`config.mk`:
```
export PLATFORM = sky130hd
export DESIGN_NAME = tag_table_insert_update_lookup
export DESIGN_NICKNAME = d
export VERILOG_FILES = /design/src/hw/rtl/ttiu_pkg.sv /design/src/hw/rtl/tag_table_insert_update_lookup.sv /design/src/hw/rtl/ttiu_table.sv /design/src/hw/rtl/ttiu_seq.sv
export SDC_FILE = /design/constraint.sdc
export NUM_CORES = 1
export LEC_CHECK = 0
export ABC_AREA = 1
export BUFFER_PORTS_ARGS = -buffer_cell sky130_fd_sc_hd__buf_2
export CORE_MARGIN = 3
export CORE_UTILIZATION = 25
export DETAILED_ROUTE_END_ITERATION = 10
export PLACE_DENSITY_LB_ADDON = 0.05
export SLEW_MARGIN = 0
export SYNTH_ARGS = -nofsm -noshare
export SYNTH_HDL_FRONTEND = slang
export SYNTH_SLANG_ARGS = --single-unit
```
`constraint.sdc`:
```
create_clock -name clk -period 2.7 [get_ports clk]
set_input_delay 0.135 -clock clk [delete_from_list [all_inputs] [get_ports clk]]
set_output_delay 0.135 -clock clk [all_outputs]
set_load 0.01 [all_outputs]
```
`src/hw/rtl/ttiu_pkg.sv`:
```
// Shared types and constants for the tag table block.
package ttiu_pkg;

    localparam int KEY_W     = 16;
    localparam int SLOT_W    = 6;
    localparam int ADDR_W    = 8;
    localparam int COUNT_W   = 7;
    localparam int ENTRY_W   = KEY_W + 2;

    localparam logic ACTION_LOOKUP = 1'b0;
    localparam logic ACTION_STORE  = 1'b1;

    localparam logic STATUS_OK   = 1'b0;
    localparam logic STATUS_FULL = 1'b1;

    localparam logic [1:0] RECORD_BASE = 2'b10;

    typedef struct packed {
        logic               status;
        logic [COUNT_W-1:0] entry_count;
        logic [ADDR_W-1:0]  record_address;
        logic               entry_stolen;
        logic               entry_enabled;
        logic [SLOT_W-1:0]  slot;
        logic               found;
    } result_t;

endpackage

```
`src/hw/rtl/tag_table_insert_update_lookup.sv`:
```
// Top level of the tag table: sequencer, entry memory and output register.
//
// Input channel s_axis carries one request item: s_axis_tuser selects lookup
// or store, s_axis_tdata holds the tag id and its flags. Output channel
// m_axis returns exactly one result item per request: found, slot, flags,
// record address and entry count in m_axis_tdata, the full status in
// m_axis_tuser.
// A request scans the valid entries in slot order, one per cycle through a
// single key comparator and the memory read port. A miss scans all valid
// entries before its result goes to m_axis; a hit at slot h ends the scan
// early. The next request is taken in the cycle after a result is handed off.
// s_axis_tready is high only while the sequencer is idle.
// A finished result sits in the output register; the next request is taken
// while it waits. When the receiver stalls, the sequencer holds its result
// and the table write until the output register is free.
// Reset clears the entry count, so the table starts empty; no clearing pass
// is needed and the block is ready as soon as reset is released.
module tag_table_insert_update_lookup #(
    parameter int TABLE_DEPTH = 64
) (
    input  logic        clk,
    input  logic        rst_n,
    input  logic        s_axis_tvalid,
    output logic        s_axis_tready,
    input  logic [23:0] s_axis_tdata,   // tag_id[15:0], tag_enabled[16], tag_stolen[17], zero
    input  logic        s_axis_tuser,   // action
    output logic        m_axis_tvalid,
    input  logic        m_axis_tready,
    output logic [23:0] m_axis_tdata,   // found, slot, entry_enabled, entry_stolen,
                                        // record_address, entry_count
    output logic        m_axis_tuser    // status
);
    import ttiu_pkg::*;

    localparam int IDX_W = (TABLE_DEPTH > 1) ? $clog2(TABLE_DEPTH) : 1;
    localparam int CNT_W = $clog2(TABLE_DEPTH + 1);

    logic               res_valid;
    logic               res_ready;
    result_t            res;
    logic               wr_en;
    logic [IDX_W-1:0]   wr_addr;
    logic [ENTRY_W-1:0] wr_data;
    logic               rd_en;
    logic [IDX_W-1:0]   rd_addr;
    logic [ENTRY_W-1:0] rd_data;

    logic               out_valid_reg, out_valid_next;
    result_t            out_res_reg, out_res_next;

    ttiu_seq #(
        .TABLE_DEPTH (TABLE_DEPTH),
        .IDX_W       (IDX_W),
        .CNT_W       (CNT_W)
    ) u_seq (
        .clk        (clk),
        .rst_n      (rst_n),
        .in_valid   (s_axis_tvalid),
        .in_ready   (s_axis_tready),
        .in_action  (s_axis_tuser),
        .in_key     (s_axis_tdata[15:0]),
        .in_enabled (s_axis_tdata[16]),
        .in_stolen  (s_axis_tdata[17]),
        .res_valid  (res_valid),
        .res_ready  (res_ready),
        .res        (res),
        .wr_en      (wr_en),
        .wr_addr    (wr_addr),
        .wr_data    (wr_data),
        .rd_en      (rd_en),
        .rd_addr    (rd_addr),
        .rd_data    (rd_data)
    );

    ttiu_table #(
        .DEPTH (TABLE_DEPTH),
        .IDX_W (IDX_W)
    ) u_table (
        .clk     (clk),
        .wr_en   (wr_en),
        .wr_addr (wr_addr),
        .wr_data (wr_data),
        .rd_en   (rd_en),
        .rd_addr (rd_addr),
        .rd_data (rd_data)
    );

    assign res_ready = !out_valid_reg || m_axis_tready;

    always_comb
    begin
        out_valid_next = out_valid_reg;
        out_res_next   = out_res_reg;
        if (m_axis_tready)
        begin
            out_valid_next = 1'b0;
        end
        if (res_valid && res_ready)
        begin
            out_valid_next = 1'b1;
            out_res_next   = res;
        end
    end

    always_ff @(posedge clk or negedge rst_n)
    begin
        if (!rst_n)
        begin
            out_valid_reg <= 1'b0;
        end
        else
        begin
            out_valid_reg <= out_valid_next;
        end
    end

    always_ff @(posedge clk)
    begin
        out_res_reg <= out_res_next;
    end

    assign m_axis_tvalid = out_valid_reg;
    assign m_axis_tdata  = {out_res_reg.entry_count, out_res_reg.record_address,
                            out_res_reg.entry_stolen, out_res_reg.entry_enabled,
                            out_res_reg.slot, out_res_reg.found};
    assign m_axis_tuser  = out_res_reg.status;

endmodule

```
`src/hw/rtl/ttiu_table.sv`:
```
// Tag entry memory: one write port, one read port with registered data.
module ttiu_table #(
    parameter int DEPTH = 64,
    parameter int IDX_W = 6
) (
    input  logic                         clk,
    input  logic                         wr_en,
    input  logic [IDX_W-1:0]             wr_addr,
    input  logic [ttiu_pkg::ENTRY_W-1:0] wr_data,
    input  logic                         rd_en,
    input  logic [IDX_W-1:0]             rd_addr,
    output logic [ttiu_pkg::ENTRY_W-1:0] rd_data
);
    import ttiu_pkg::*;

    logic [ENTRY_W-1:0] mem [DEPTH];
    logic [ENTRY_W-1:0] rd_data_reg;

    always_ff @(posedge clk)
    begin
        if (wr_en)
        begin
            mem[wr_addr] <= wr_data;
        end
    end

    always_ff @(posedge clk)
    begin
        if (rd_en)
        begin
            rd_data_reg <= mem[rd_addr];
        end
    end

    assign rd_data = rd_data_reg;

endmodule

```
`src/hw/rtl/ttiu_seq.sv`:
```
// Search sequencer: scans the table one entry a cycle by a shared compare; stores may write back.
module ttiu_seq #(
    parameter int TABLE_DEPTH = 64,
    parameter int IDX_W       = 6,
    parameter int CNT_W       = 7
) (
    input  logic                         clk,
    input  logic                         rst_n,
    input  logic                         in_valid,
    output logic                         in_ready,
    input  logic                         in_action,
    input  logic [ttiu_pkg::KEY_W-1:0]   in_key,
    input  logic                         in_enabled,
    input  logic                         in_stolen,
    output logic                         res_valid,
    input  logic                         res_ready,
    output ttiu_pkg::result_t            res,
    output logic                         wr_en,
    output logic [IDX_W-1:0]             wr_addr,
    output logic [ttiu_pkg::ENTRY_W-1:0] wr_data,
    output logic                         rd_en,
    output logic [IDX_W-1:0]             rd_addr,
    input  logic [ttiu_pkg::ENTRY_W-1:0] rd_data
);
    import ttiu_pkg::*;

    typedef enum logic [2:0] {
        S_IDLE   = 3'b001,
        S_SCAN   = 3'b010,
        S_DECIDE = 3'b100
    } state_t;

    state_t             state_reg, state_next;
    logic               act_reg, act_next;
    logic [KEY_W-1:0]   key_reg, key_next;
    logic               en_reg, en_next;
    logic               st_reg, st_next;
    logic [CNT_W-1:0]   count_reg, count_next;
    logic [CNT_W-1:0]   idx_reg, idx_next;
    logic               cmp_valid_reg, cmp_valid_next;
    logic [IDX_W-1:0]   cmp_idx_reg, cmp_idx_next;
    logic               hit_reg, hit_next;
    logic [IDX_W-1:0]   hit_idx_reg, hit_idx_next;
    logic               hit_en_reg, hit_en_next;
    logic               hit_st_reg, hit_st_next;

    logic               issue;
    logic               match;
    logic               full;
    logic [CNT_W-1:0]   sel_slot;
    logic               written;

    assign issue = idx_reg < count_reg;
    assign match = cmp_valid_reg && (rd_data[ENTRY_W-1 -: KEY_W] == key_reg);
    assign full  = count_reg == CNT_W'(TABLE_DEPTH);

    always_comb
    begin
        state_next     = state_reg;
        act_next       = act_reg;
        key_next       = key_reg;
        en_next        = en_reg;
        st_next        = st_reg;
        count_next     = count_reg;
        idx_next       = idx_reg;
        cmp_valid_next = cmp_valid_reg;
        cmp_idx_next   = cmp_idx_reg;
        hit_next       = hit_reg;
        hit_idx_next   = hit_idx_reg;
        hit_en_next    = hit_en_reg;
        hit_st_next    = hit_st_reg;
        in_ready       = 1'b0;
        res_valid      = 1'b0;
        rd_en          = 1'b0;
        rd_addr        = idx_reg[IDX_W-1:0];
        wr_en          = 1'b0;
        wr_addr        = hit_idx_reg;
        wr_data        = {key_reg, en_reg, st_reg};
        sel_slot       = '0;
        written        = 1'b0;
        res            = '0;
        res.status     = STATUS_OK;

        unique case (state_reg)
            S_IDLE:
            begin
                in_ready = 1'b1;
                if (in_valid)
                begin
                    act_next       = in_action;
                    key_next       = in_key;
                    en_next        = in_enabled;
                    st_next        = in_stolen;
                    idx_next       = '0;
                    cmp_valid_next = 1'b0;
                    hit_next       = 1'b0;
                    state_next     = S_SCAN;
                end
            end
            S_SCAN:
            begin
                if (match)
                begin
                    hit_next       = 1'b1;
                    hit_idx_next   = cmp_idx_reg;
                    hit_en_next    = rd_data[1];
                    hit_st_next    = rd_data[0];
                    cmp_valid_next = 1'b0;
                    state_next     = S_DECIDE;
                end
                else if (issue)
                begin
                    rd_en          = 1'b1;
                    idx_next       = idx_reg + 1'b1;
                    cmp_valid_next = 1'b1;
                    cmp_idx_next   = idx_reg[IDX_W-1:0];
                end
                else if (!cmp_valid_reg)
                begin
                    state_next = S_DECIDE;
                end
                else
                begin
                    cmp_valid_next = 1'b0;
                end
            end
            S_DECIDE:
            begin
                res_valid = 1'b1;
                priority if (act_reg == ACTION_LOOKUP)
                begin
                    if (hit_reg)
                    begin
                        res.found         = 1'b1;
                        sel_slot          = CNT_W'(hit_idx_reg);
                        res.entry_enabled = hit_en_reg;
                        res.entry_stolen  = hit_st_reg;
                    end
                end
                else if (hit_reg)
                begin
                    res.found         = 1'b1;
                    sel_slot          = CNT_W'(hit_idx_reg);
                    res.entry_enabled = en_reg;
                    res.entry_stolen  = st_reg;
                    written           = 1'b1;
                end
                else if (full)
                begin
                    res.status = STATUS_FULL;
                end
                else
                begin
                    sel_slot          = count_reg;
                    res.entry_enabled = en_reg;
                    res.entry_stolen  = st_reg;
                    written           = 1'b1;
                    wr_addr           = count_reg[IDX_W-1:0];
                end
                res.slot = SLOT_W'(sel_slot);
                if (written)
                begin
                    res.record_address = {res.slot, RECORD_BASE};
                end
                if (written && !hit_reg)
                begin
                    res.entry_count = COUNT_W'(count_reg + 1'b1);
                end
                else
                begin
                    res.entry_count = COUNT_W'(count_reg);
                end
                if (res_ready)
                begin
                    wr_en      = written;
                    state_next = S_IDLE;
                    if (written && !hit_reg)
                    begin
                        count_next = count_reg + 1'b1;
                    end
                end
            end
            default:
            begin
                state_next = S_IDLE;
            end
        endcase
    end

    always_ff @(posedge clk or negedge rst_n)
    begin
        if (!rst_n)
        begin
            state_reg     <= S_IDLE;
            count_reg     <= '0;
            cmp_valid_reg <= 1'b0;
            hit_reg       <= 1'b0;
        end
        else
        begin
            state_reg     <= state_next;
            count_reg     <= count_next;
            cmp_valid_reg <= cmp_valid_next;
            hit_reg       <= hit_next;
        end
    end

    always_ff @(posedge clk)
    begin
        act_reg     <= act_next;
        key_reg     <= key_next;
        en_reg      <= en_next;
        st_reg      <= st_next;
        idx_reg     <= idx_next;
        cmp_idx_reg <= cmp_idx_next;
        hit_idx_reg <= hit_idx_next;
        hit_en_reg  <= hit_en_next;
        hit_st_reg  <= hit_st_next;
    end

endmodule
```
==> After elaboration in Yosys (flattened, before gate mapping) <==
Memories as Yosys holds them, arrays and structs flattened. A register that Yosys moved wholly into a read port is not among the register bits.
Index checks and enable logic that the tools add are counted.
{ "classes": {"addsub": 2, "magnitude_cmp": 1, "eq_ne": 12, "n_mux": 45, "bitwise_logic": 3, "n_reduce_logical": 18} }
{ "op_table": {"columns": ["cell", "count"], "rows": [
  ["2-to-1 mux 6 bit", 8],
  ["2-to-1 mux 7 bit", 4],
  ["2-to-1 mux 1 bit", 19],
  ["equality test 16 bit", 1],
  ["2-to-1 mux 3 bit", 5],
  ["adder 7 x 1 -> 7 bit, second input constant", 2],
  ["case mux 7 bit (2 select lines)", 1],
  ["2-to-1 mux 2 bit", 5],
  ["AND reduction 2 bit", 5],
  ["case mux 3 bit (3 select lines)", 1],
  ["AND reduction 4 bit", 2],
  ["equality test 7 bit, second input constant", 1],
  ["< comparator 7 bit", 1],
  ["inequality test 2 bit, second input constant", 3],
  ["inequality test 3 bit, second input constant", 2],
  ["AND reduction 3 bit", 2],
  ["inequality test 2 x 1 -> 1 bit, second input constant", 2],
  ["case mux 1 bit (2 select lines)", 2],
  ["nonzero test 2 bit", 2],
  ["equality test 3 x 1 -> 1 bit, second input constant", 1],
  ["equality test 3 x 2 -> 1 bit, second input constant", 1],
  ["equality test 3 bit, second input constant", 1],
  ["logical AND 1 bit", 3],
  ["inverter 1 bit", 3],
  ["other kinds (3)", 4]
]} }
{ "word_totals": {"ff_bits": 78, "mem_bits_rw": 1152, "in_bits": 29, "output_inout_bits": 27, "word_cells": 104, "memories": 1} }
{ "mem_list": {"columns": ["memory", "depth", "word_bits", "rd", "rd_clocked_by_memory_dff", "wr", "line", "rtl"], "rows": [
  ["u_table.mem", 64, 18, 1, 1, 1, "ttiu_table.sv:16", "logic [ENTRY_W-1:0] mem [DEPTH];"]
]} }

==> Depth between registers and ports, before layout <==
Gate-level depths: netlist of run 1.
{ "logic_depth": {"ltp_word": 9, "ltp_mapped": 15, "mapped_depth_nobuf": 12} }

==> Hierarchy <==
A second synthesis of run 1 with hierarchy kept.
{ "hier_totals": {"hier_cells": 4318, "area_unflattened_um2": 51339.2} }
{ "modules_own_cells": {"columns": ["mod", "instances", "cells_each", "area_per_inst_um2", "seq_area_each_um2"], "rows": [
  ["ttiu_table", 1, 3942, 47605.7, 35133.7],
  ["ttiu_seq", 1, 345, 2937.8, 1502.7],
  ["tag_table_insert_update_lookup", 1, 31, 795.8, 775.7]
]} }

==> Least setup slack after synthesis of run 1 <==
No wires, ideal clock.
{ "synth_path": {"path_type": "reg-to-reg", "start": "register u_seq.count_reg[0]", "end": "memory u_table.mem[0][0] (netlist bit) (enable)", "setup_time_ns": 0.393, "t_arrival_ns": 2.325, "t_required_ns": 2.307, "setup_slack_ns": -0.017, "stages_incl_launch_ff": 9, "n_path_buf": 0, "synth_period_minus_slack_ns": 2.717, "path_cell_list": "dfrtp_1 inv_1 ha_1 nand4_1 nand2_2 a21oi_1 and3_1 nand2_2 nor2_1"} }
{ "synth_via": {"elab_chain_len": 9, "elab_cells_between_ends": 13, "cone_classes": "eq/ne (1); mux (12)"} }
{ "synth_rtl": {"columns": ["element", "line", "rtl"], "rows": [
  ["from (decl)", "ttiu_seq.sv:38", "logic [CNT_W-1:0] count_reg, count_next;"],
  ["from (signal assigned)", "ttiu_seq.sv:202", "count_reg <= count_next;"],
  ["equality test 7 bit", "ttiu_seq.sv:55", "assign full = count_reg == CNT_W'(TABLE_DEPTH);"],
  ["2-to-1 mux 1 bit", "ttiu_seq.sv:148", "else if (full)"],
  ["2-to-1 mux 1 bit", "ttiu_seq.sv:140", "else if (hit_reg)"],
  ["2-to-1 mux 1 bit", "ttiu_seq.sv:130", "priority if (act_reg == ACTION_LOOKUP)"],
  ["2-to-1 mux 1 bit", "ttiu_seq.sv:84", "unique case (state_reg)"],
  ["2-to-1 mux 1 bit", "ttiu_seq.sv:173", "if (res_ready)"],
  ["2-to-1 mux 1 bit", "ttiu_seq.sv:84", null],
  ["2-to-1 mux 1 bit", "ttiu_table.sv:21", "if (wr_en)"],
  ["2-to-1 mux 1 bit (implied by the code)", "ttiu_table.sv:23", "mem[wr_addr] <= wr_data;"],
  ["to (decl)", "ttiu_table.sv:16", null]
]} }
Parallel ways exist; a longest one is shown, timed or not. The select of a mux whose other input is x is not followed.

==> Worst setup path after layout of run 1 <==
{ "layout_path": {"start": "register u_seq.count_reg[0]", "end": "memory u_table.mem[5][4] (netlist bit) (enable)"} }
Same word-level chain as after synthesis.

==> metrics.md, run 1 <==
| Metric | Value |
|---|---|
| Outcome | `completed` |
| Sequential fraction of the synthesis area | `74.26%` |
| First-pass DRT Iterations | `5` |
| Net Sw Power | `21.18 mW` |
| DR DRC count | `0` |
| Die X | `454.7 um` |
| Cell row count | `164` |
| Largest net degree at the start of global routing | `66` |
| Clock network power share | `31.6%` |
| I/O Buffers | `48` |
| Synth Register Bits | `1247` |
| Post-synth ARST share | `1.043%` |
| Via count | `32420` |
| Final instance area | `0.06261 mm2` |
| Vias/cell | `4.466` |
| Net Count, Synth | `4116` |
| DR WL/cell | `24.79 um` |
| Sw frac | `34.87%` |
| TritonCTS sink count | `1247` |
| Cell Area, Placed | `0.05750 mm2` |
| CTS Buf Count | `152` |
| Initial core utilization | `25.16%` |
| Final Skew | `0.02475 ns` |
| Die area | `0.2068 mm2` |
| Post-synth EDFFs | `1234` |
| Register area | `0.03738 mm2` |
| Mapped Area | `0.05034 mm2` |
| CP Capture Type | `register` |
| Largest register FFs | `1152` |
| Post-Route WL | `180.0 mm` |
| Layout cell share with drive strength beyond 1 | `16.33%` |
| Crit Path Category | `reg -> reg` |
| Die Ht | `454.7 um` |
| # fillers | `20180` |
| CTS Buffer Depth | `3` |
| Cell count after synthesis | `4078` |
| Synth top area cells | `edfxtp_1 74%, nor2_1 6.5%, o21ai_0 5.1%, nand2_1 3.6%, nand3_1 2.1%` |
| Initial antenna violation count | `8` |
| Hold Path Class | `in -> reg` |
| Top-area cell type share of the netlist area | `73.61%` |
| Core area | `0.2001 mm2` |
| P_leak | `21.22 nW` |
| Most frequent cells after synthesis | `1234 x edfxtp_1, 874 x nor2_1, 509 x o21ai_0` |
| Total GRT Usage | `17.29%` |
| RSZ-0062 raised after global routing | `false` |
| Initial drt markers | `2316` |
| CTS H-tree lvls | `4` |
| Fin crit period | `2.603 ns` |
| Top FF cell, synth | `edfxtp_1` |
| Antenna-violating nets left | `0` |
| Data required, critical path | `3.20 ns` |
| Slew HR | `34.47%` |
| Count leader, synth | `edfxtp_1` |
| Logic pwr share | `30.8%` |
| Post-DP HPWL | `112.7 mm` |
| Worst setup SP type | `register` |
| Reg power frac | `37.6%` |
| Slew Limit Fails | `0` |
| Max cap viols | `0` |
| Final setup fails | `0` |
| # nets final | `4520` |
| Clk pin slew, worst setup/hold paths | `0.06 ns` |
| Max incr delay on CP | `0.35 ns` |
| Post-synth top area cell | `edfxtp_1` |
| Layout area overhead | `24.37%` |
| Max Fclk | `0.3841 GHz` |
| Period utilisation layout | `96.42%` |
| Core Util, Final | `31.30%` |
| GPL Wtd Cong | `0.7517` |
| Pre-CTS WS | `-0.1723 ns` |
| Worst-Margin Slew | `0.9793 ns` |
| Area of the multi-input gates | `0.01148 mm2` |
| Clock latency on the worst-skew pair | `0.79 ns` |
| Synth warn | `0` |
| CTS tree | `built` |
| CP Cell Sequence | `inv_1 -> ha_1 -> nand4_1 -> nand2_2 -> nand2_1 -> o21ai_2 -> buf_4 -> nor2_2 -> nand2_4 -> buf_12 -> nor2_4 -> clkbuf_16` |
| Post-route setup TNS | `0 ns` |
| First-pass GRT wire length | `253.4 mm` |
| I/O Pins | `56` |
| Setup WS post-layout | `0.09665 ns` |
| Synthesized area per cell | `12.34 um2` |
| Crit path DAT | `3.10 ns` |
| Internal | `39.55 mW` |
| Hold Vio Cnt, Final | `0` |
| Total grt overflow | `0` |
| Maximum fanout along the worst path | `8` |
| Slowest-stage cell, CP | `dfrtp_1` |
| Power density over cell area | `969.9 mW/mm2` |
| Synth unique cells | `38` |
| Total power | `60.73 mW` |
| Vias in the first global route | `32210` |
| Clk root buf | `clkbuf_16` |
| Peak supply drop | `0.0005629 V` |
[per-layer routing]
| layer | track usage, % | share of wire (%) | vias to the layer above |
|---|---|---|---|
| li1 | - | - | 15450 |
| met1 | 24.76 | 48 | 16220 |
| met2 | 27.03 | 46 | 543 |
| met3 | 2.549 | 3.5 | 202 |
| met4 | 5.277 | 2.7 | 2 |
| met5 | 0 | 0.0089 | - |
[cells in the final DEF (no fill, tap or decap), drive strengths merged, types with 49 or more instances in the layout]
master	Yosys	routed
edfxtp	1234	1234
nor2	877	877
o21ai	590	590
nand2	487	487
buf	138	457
nand3	216	216
clkbuf	105	204
o211ai	143	143
inv	115	120
clkinv	9	59
a21oi	58	58
o22ai	49	49
[power groups by stage]
stage               clock (mW)  sequential (mW)  combinational [mW]
finish                    19.2             22.8                18.7
global route              20.6             22.9                20.6
CTS                       19.9             22.9                19.2
detailed placement           0             23.3                19.1
global placement             0             23.3                19.2
floorplan                    0             23.6                8.63
[logic make-up (layout without fill, tap and decap cells)]
kind of cell / after synthesis / count (layout) / share of synthesized area (%)
simple gates: 1601 / 1601 / 12.65
flops: 1247 / 1247 / 74.26
compound gates: 846 / 846 / 9.276
buf+inv: 367 / 881 / 3.465
fa+ha+maj: 9 / 9 / 0.2237
xor+xnor: 7 / 7 / 0.1218
other cells: 1 / 12 / 0.007449
[path summary, 6_finish.rpt]
path | from | end | slack [ns] | cells after the start
worst max-delay path | u_seq.count_reg[0]$_DFFE_PN0P_ | u_table.mem[5][4]$_DFFE_PP_ | 0.1 | 12
worst min-delay path | s_axis_tdata[2] | u_seq.key_reg[2]$_DFFE_PP_ | 0.08 | 2
worst max register to register | u_seq.count_reg[0]$_DFFE_PN0P_ | u_table.mem[5][4]$_DFFE_PP_ | 0.1 | 12
worst min register to register | u_seq.cmp_idx_reg[2]$_DFFE_PP_ | u_seq.hit_idx_reg[2]$_DFFE_PP_ | 0.42 | 0
max in group asynchronous | rst_n | u_seq.hit_reg$_DFFE_PN0P_ | 1.06 | 4
min in group asynchronous | rst_n | u_seq.state_reg[0]$_DFFE_PN1P_ | 0.46 | 3
[stage by stage]
stage	hold slack (ns)	cells
after floorplan	-0.1606	4078
after global placement	0.09388	6944
after detailed placement	0.08805	6944
after CTS	0.003365	7243
after global routing	0.03617	7249
final	0.08424	7259
[area by class of cell]
type                    count  share of cell area [%]
diodes                     11                 0.04396
clock buffers             203                   6.549
clock inverters            61                  0.7114
inverters                 124                  0.7774
multi-input cells        2464                   18.33
flip-flops and latches   1247                   59.71
well taps                2656                   5.308
repair buffers            493                   8.575
[worst max-delay path: cells and delay by family, from the launching register on]
kind            cells  cell delay [ns]
simple gates        6             0.99
compound gates      1             0.16
flops               1             0.35
fa+ha+maj           1             0.19
buf+inv             4             0.61
[timing repair]
item	in CTS	in global routing
hold endpoints to repair	41	0
endpoints found under the setup margin	438	1135
resized for setup	2	28
hold buffers	35	0
cloned	0	2
pin swaps	0	2
setup buffers	0	3
Power figures use the tool's default switching activity.
==> run 2: changes to the inputs <==
--- a/config.mk
+++ b/config.mk
@@ -10,8 +10,10 @@
 export CORE_MARGIN = 3
 export CORE_UTILIZATION = 25
 export DETAILED_ROUTE_END_ITERATION = 10
+export GPL_TIMING_DRIVEN = 0
 export PLACE_DENSITY_LB_ADDON = 0.05
 export SLEW_MARGIN = 0
 export SYNTH_ARGS = -nofsm -noshare
 export SYNTH_HDL_FRONTEND = slang
+export SYNTH_HIERARCHICAL = 1
 export SYNTH_SLANG_ARGS = --single-unit
==> run 2 against run 1 <==
  * First-iteration DRC count up 32%
  * Flip-flop and latch count grew 1
  * Cell count is 6.3% higher
  * Clock power up 3%
  * Die area rose by 2.0%
  * Largest cell class unchanged
  * The flow now finishes with violations (setup timing)
  * Critical path type unchanged
  * Via count is 8.6% higher
==> metrics.md, run 2 <==
| Metric | Value |
|---|---|
| Outcome | `finished with violations` |
| Failing checks | `setup timing` |
| Final setup fails | `517` |
| Commonest non-fill, non-tap cell in the layout | `nand2_1` |
| Top FF cell, synth | `edfxtp_1` |
| Worst-Margin Slew | `1.130 ns` |
| Synth Register Bits | `1248` |
| Register area | `0.03742 mm2` |
| Synth unique cells | `41` |
| I/O Pins | `56` |
| Initial drt markers | `3060` |
| Hold Vio Cnt, Final | `0` |
| Vias/cell | `4.562` |
| Net Count, Synth | `4356` |
| Slew HR | `24.67%` |
| Die area | `0.2108 mm2` |
| Crit Path Category | `reg -> reg` |
| DR WL/cell | `27.04 um` |
| P_leak | `24.30 nW` |
| Post-synth ARST share | `1.042%` |
| CP Cell Sequence | `inv_2 -> ha_4 -> nand2_4 -> nor2_4 -> nand2_4 -> nand2_8 -> inv_4 -> nand2_4 -> o21ai_4 -> buf_6 -> buf_6 -> nand4_1 -> buf_6 -> buf_12 -> nor2_4 -> clkbuf_16` |
| Post-Route WL | `208.7 mm` |
| Synth warn | `6` |
| Hold Path Class | `in -> reg` |
| Post-synth top area cell | `edfxtp_1` |
| CTS Buffer Depth | `3` |
| Final instance area | `0.06716 mm2` |
| TritonCTS sink count | `1248` |
| Antenna-violating nets left | `0` |
| Core area | `0.2031 mm2` |
| Period utilisation layout | `105.6%` |
| GPL Wtd Cong | `0.8401` |
| Slew Limit Fails | `0` |
| Placed cell count | `7169` |
| CTS Buf Count | `156` |
| Die X | `459.2 um` |
| Layout area overhead | `30.82%` |
| Worst setup SP type | `register` |
| Area of the multi-input gates | `0.01276 mm2` |
| RSZ-0062 raised after global routing | `true` |
| Data required, critical path | `3.22 ns` |
| Synth top area cells | `edfxtp_1 72%, nand2_1 11%, nand3_1 9.7%, buf_6 1.7%, buf_2 1.1%` |
| Max cap viols | `0` |
| Cell count after synthesis | `4318` |
| Core Util, Final | `33.06%` |
| Peak supply drop | `0.0006492 V` |
| Vias in the first global route | `34510` |
| Via count | `35210` |
| Clk pin slew, worst setup/hold paths | `0.06 ns` |
| CTS tree | `built` |
| Cell row count | `165` |
| Worst path bufs/invs | `7` |
| Power density over cell area | `607.9 mW/mm2` |
| Mapped Area | `0.05134 mm2` |
| Setup WS post-layout | `-0.1523 ns` |
| DR DRC count | `0` |
| Pre-CTS WS | `-2.390 ns` |
| Layout cell share with drive strength beyond 1 | `19.87%` |
| CP Capture Type | `register` |
| # fillers | `20420` |
| First-pass DRT Iterations | `5` |
| Die Ht | `459.2 um` |
| Largest register FFs | `1152` |
| Final std cells w/o fill | `7718` |
| Slowest-stage cell, CP | `dfrtp_2` |
| Final Skew | `0.04276 ns` |
| Initial antenna violation count | `9` |
| Maximum fanout along the worst path | `7` |
| Total GRT Usage | `19.55%` |
| Synthesized area per cell | `11.89 um2` |
| Clk root buf | `clkbuf_16` |
| Clock latency on the worst-skew pair | `0.81 ns` |
| I/O Buffers | `49` |
| First-pass GRT wire length | `286.5 mm` |
| Total grt overflow | `0` |
| # nets final | `4962` |
| Largest net degree at the start of global routing | `65` |
| Sequential fraction of the synthesis area | `72.87%` |
| Fin crit period | `2.852 ns` |
| Crit path DAT | `3.37 ns` |
| Max incr delay on CP | `0.38 ns` |
| Post-DP HPWL | `146.8 mm` |
| Total power | `40.83 mW` |
| Most frequent cells in the layout | `1516 x nand2_1, 1235 x edfxtp_1, 970 x nand3_1` |
| CTS H-tree lvls | `4` |
| CP top delay family | `buffers and inverters` |
| Initial core utilization | `25.27%` |
| Post-synth EDFFs | `1235` |
| Top-area cell type share of the netlist area | `72.24%` |
| Cell Area, Placed | `0.05814 mm2` |
| Max Fclk | `0.3506 GHz` |
| Count leader, synth | `nand2_1` |
| Most frequent cells after synthesis | `1541 x nand2_1, 1235 x edfxtp_1, 992 x nand3_1` |
run 2: metrics by stage:
| step | TNS (ns) | hold WS [ns] |
|---|---|---|
| global placement | -4317.30 | 0.05879 |
| CTS | -18.97 | 0.02332 |
| finish | -24.19 | 0.09323 |
| detailed placement | -2109.92 | 0.06716 |
| global route | -82.08 | 0.04920 |
| floorplan | -407.41 | -0.1606 |
run 2: report_power, final:
group / switching (mW) / internal, mW
Clock: 8.64 / 11.1
Combinational: 0.0187 / 0.0518
Sequential: 0.0000000000000000670 / 21.0
Total: 8.66 / 32.2
run 2: layer usage:
metal | wire length (um) | up-vias | GRT usage (%)
li1 | - | 16420 | -
met1 | 94770 | 17690 | 26.84
met2 | 99550 | 853 | 32.36
met3 | 8294 | 246 | 2.478
met4 | 6053 | 0 | 5.562
met5 | 0 | - | 0
run 2: layout make-up:
| type | count | share of cell area, % |
|---|---|---|
| diodes | 4 | 0.01490 |
| plain buffers | 258 | 3.241 |
| inverters | 78 | 0.5309 |
| repair buffers | 451 | 9.486 |
| clock inverters | 76 | 0.9538 |
| clock buffers | 200 | 6.090 |
| multi-input cells | 2731 | 18.99 |
| flip-flops and latches | 1248 | 55.71 |
| well taps | 2672 | 4.978 |
run 2: repair_timing:
action / in CTS / in global routing
cloned: 6 / 6
endpoints found under the setup margin: 1212 / 1100
hold endpoints to repair: 75 / 0
hold buffers: 42 / 0
pin swaps: 61 / 30
resized for setup: 230 / 118
setup buffers: 171 / 52
run 2: kinds of logic (layout without fill, tap and decap cells):
| logic type | after synthesis | count (layout) | synth area share [%] |
|---|---|---|---|
| other | 1 | 5 | 0.007304 |
| DFF | 1248 | 1248 | 72.87 |
| xor gates and xnor gates | 9 | 9 | 0.1535 |
| buffers and inverters | 339 | 1063 | 4.107 |
| AOI/OAI and AO/OA | 41 | 41 | 0.4265 |
| and+or+nand+nor | 2671 | 2671 | 22.21 |
| adders and majority gates | 9 | 9 | 0.2193 |
run 2: final timing paths:
kind | startpoint | endpoint | slack, ns | depth (start not counted)
max | u_seq/count_reg[0]$_DFFE_PN0P_ | u_table/mem[15][7]$_DFFE_PP_ | -0.15 | 16
min | s_axis_tdata[14] | u_seq/key_reg[14]$_DFFE_PP_ | 0.09 | 2
max reg2reg | u_seq/count_reg[0]$_DFFE_PN0P_ | u_table/mem[15][7]$_DFFE_PP_ | -0.15 | 16
min reg2reg | u_seq/cmp_idx_reg[5]$_DFFE_PP_ | u_seq/hit_idx_reg[5]$_DFFE_PP_ | 0.41 | 0
max in group asynchronous | rst_n | u_seq/count_reg[0]$_DFFE_PN0P_ | 1.18 | 4
min in group asynchronous | rst_n | u_seq/state_reg[0]$_DFFE_PN1P_ | 0.37 | 3
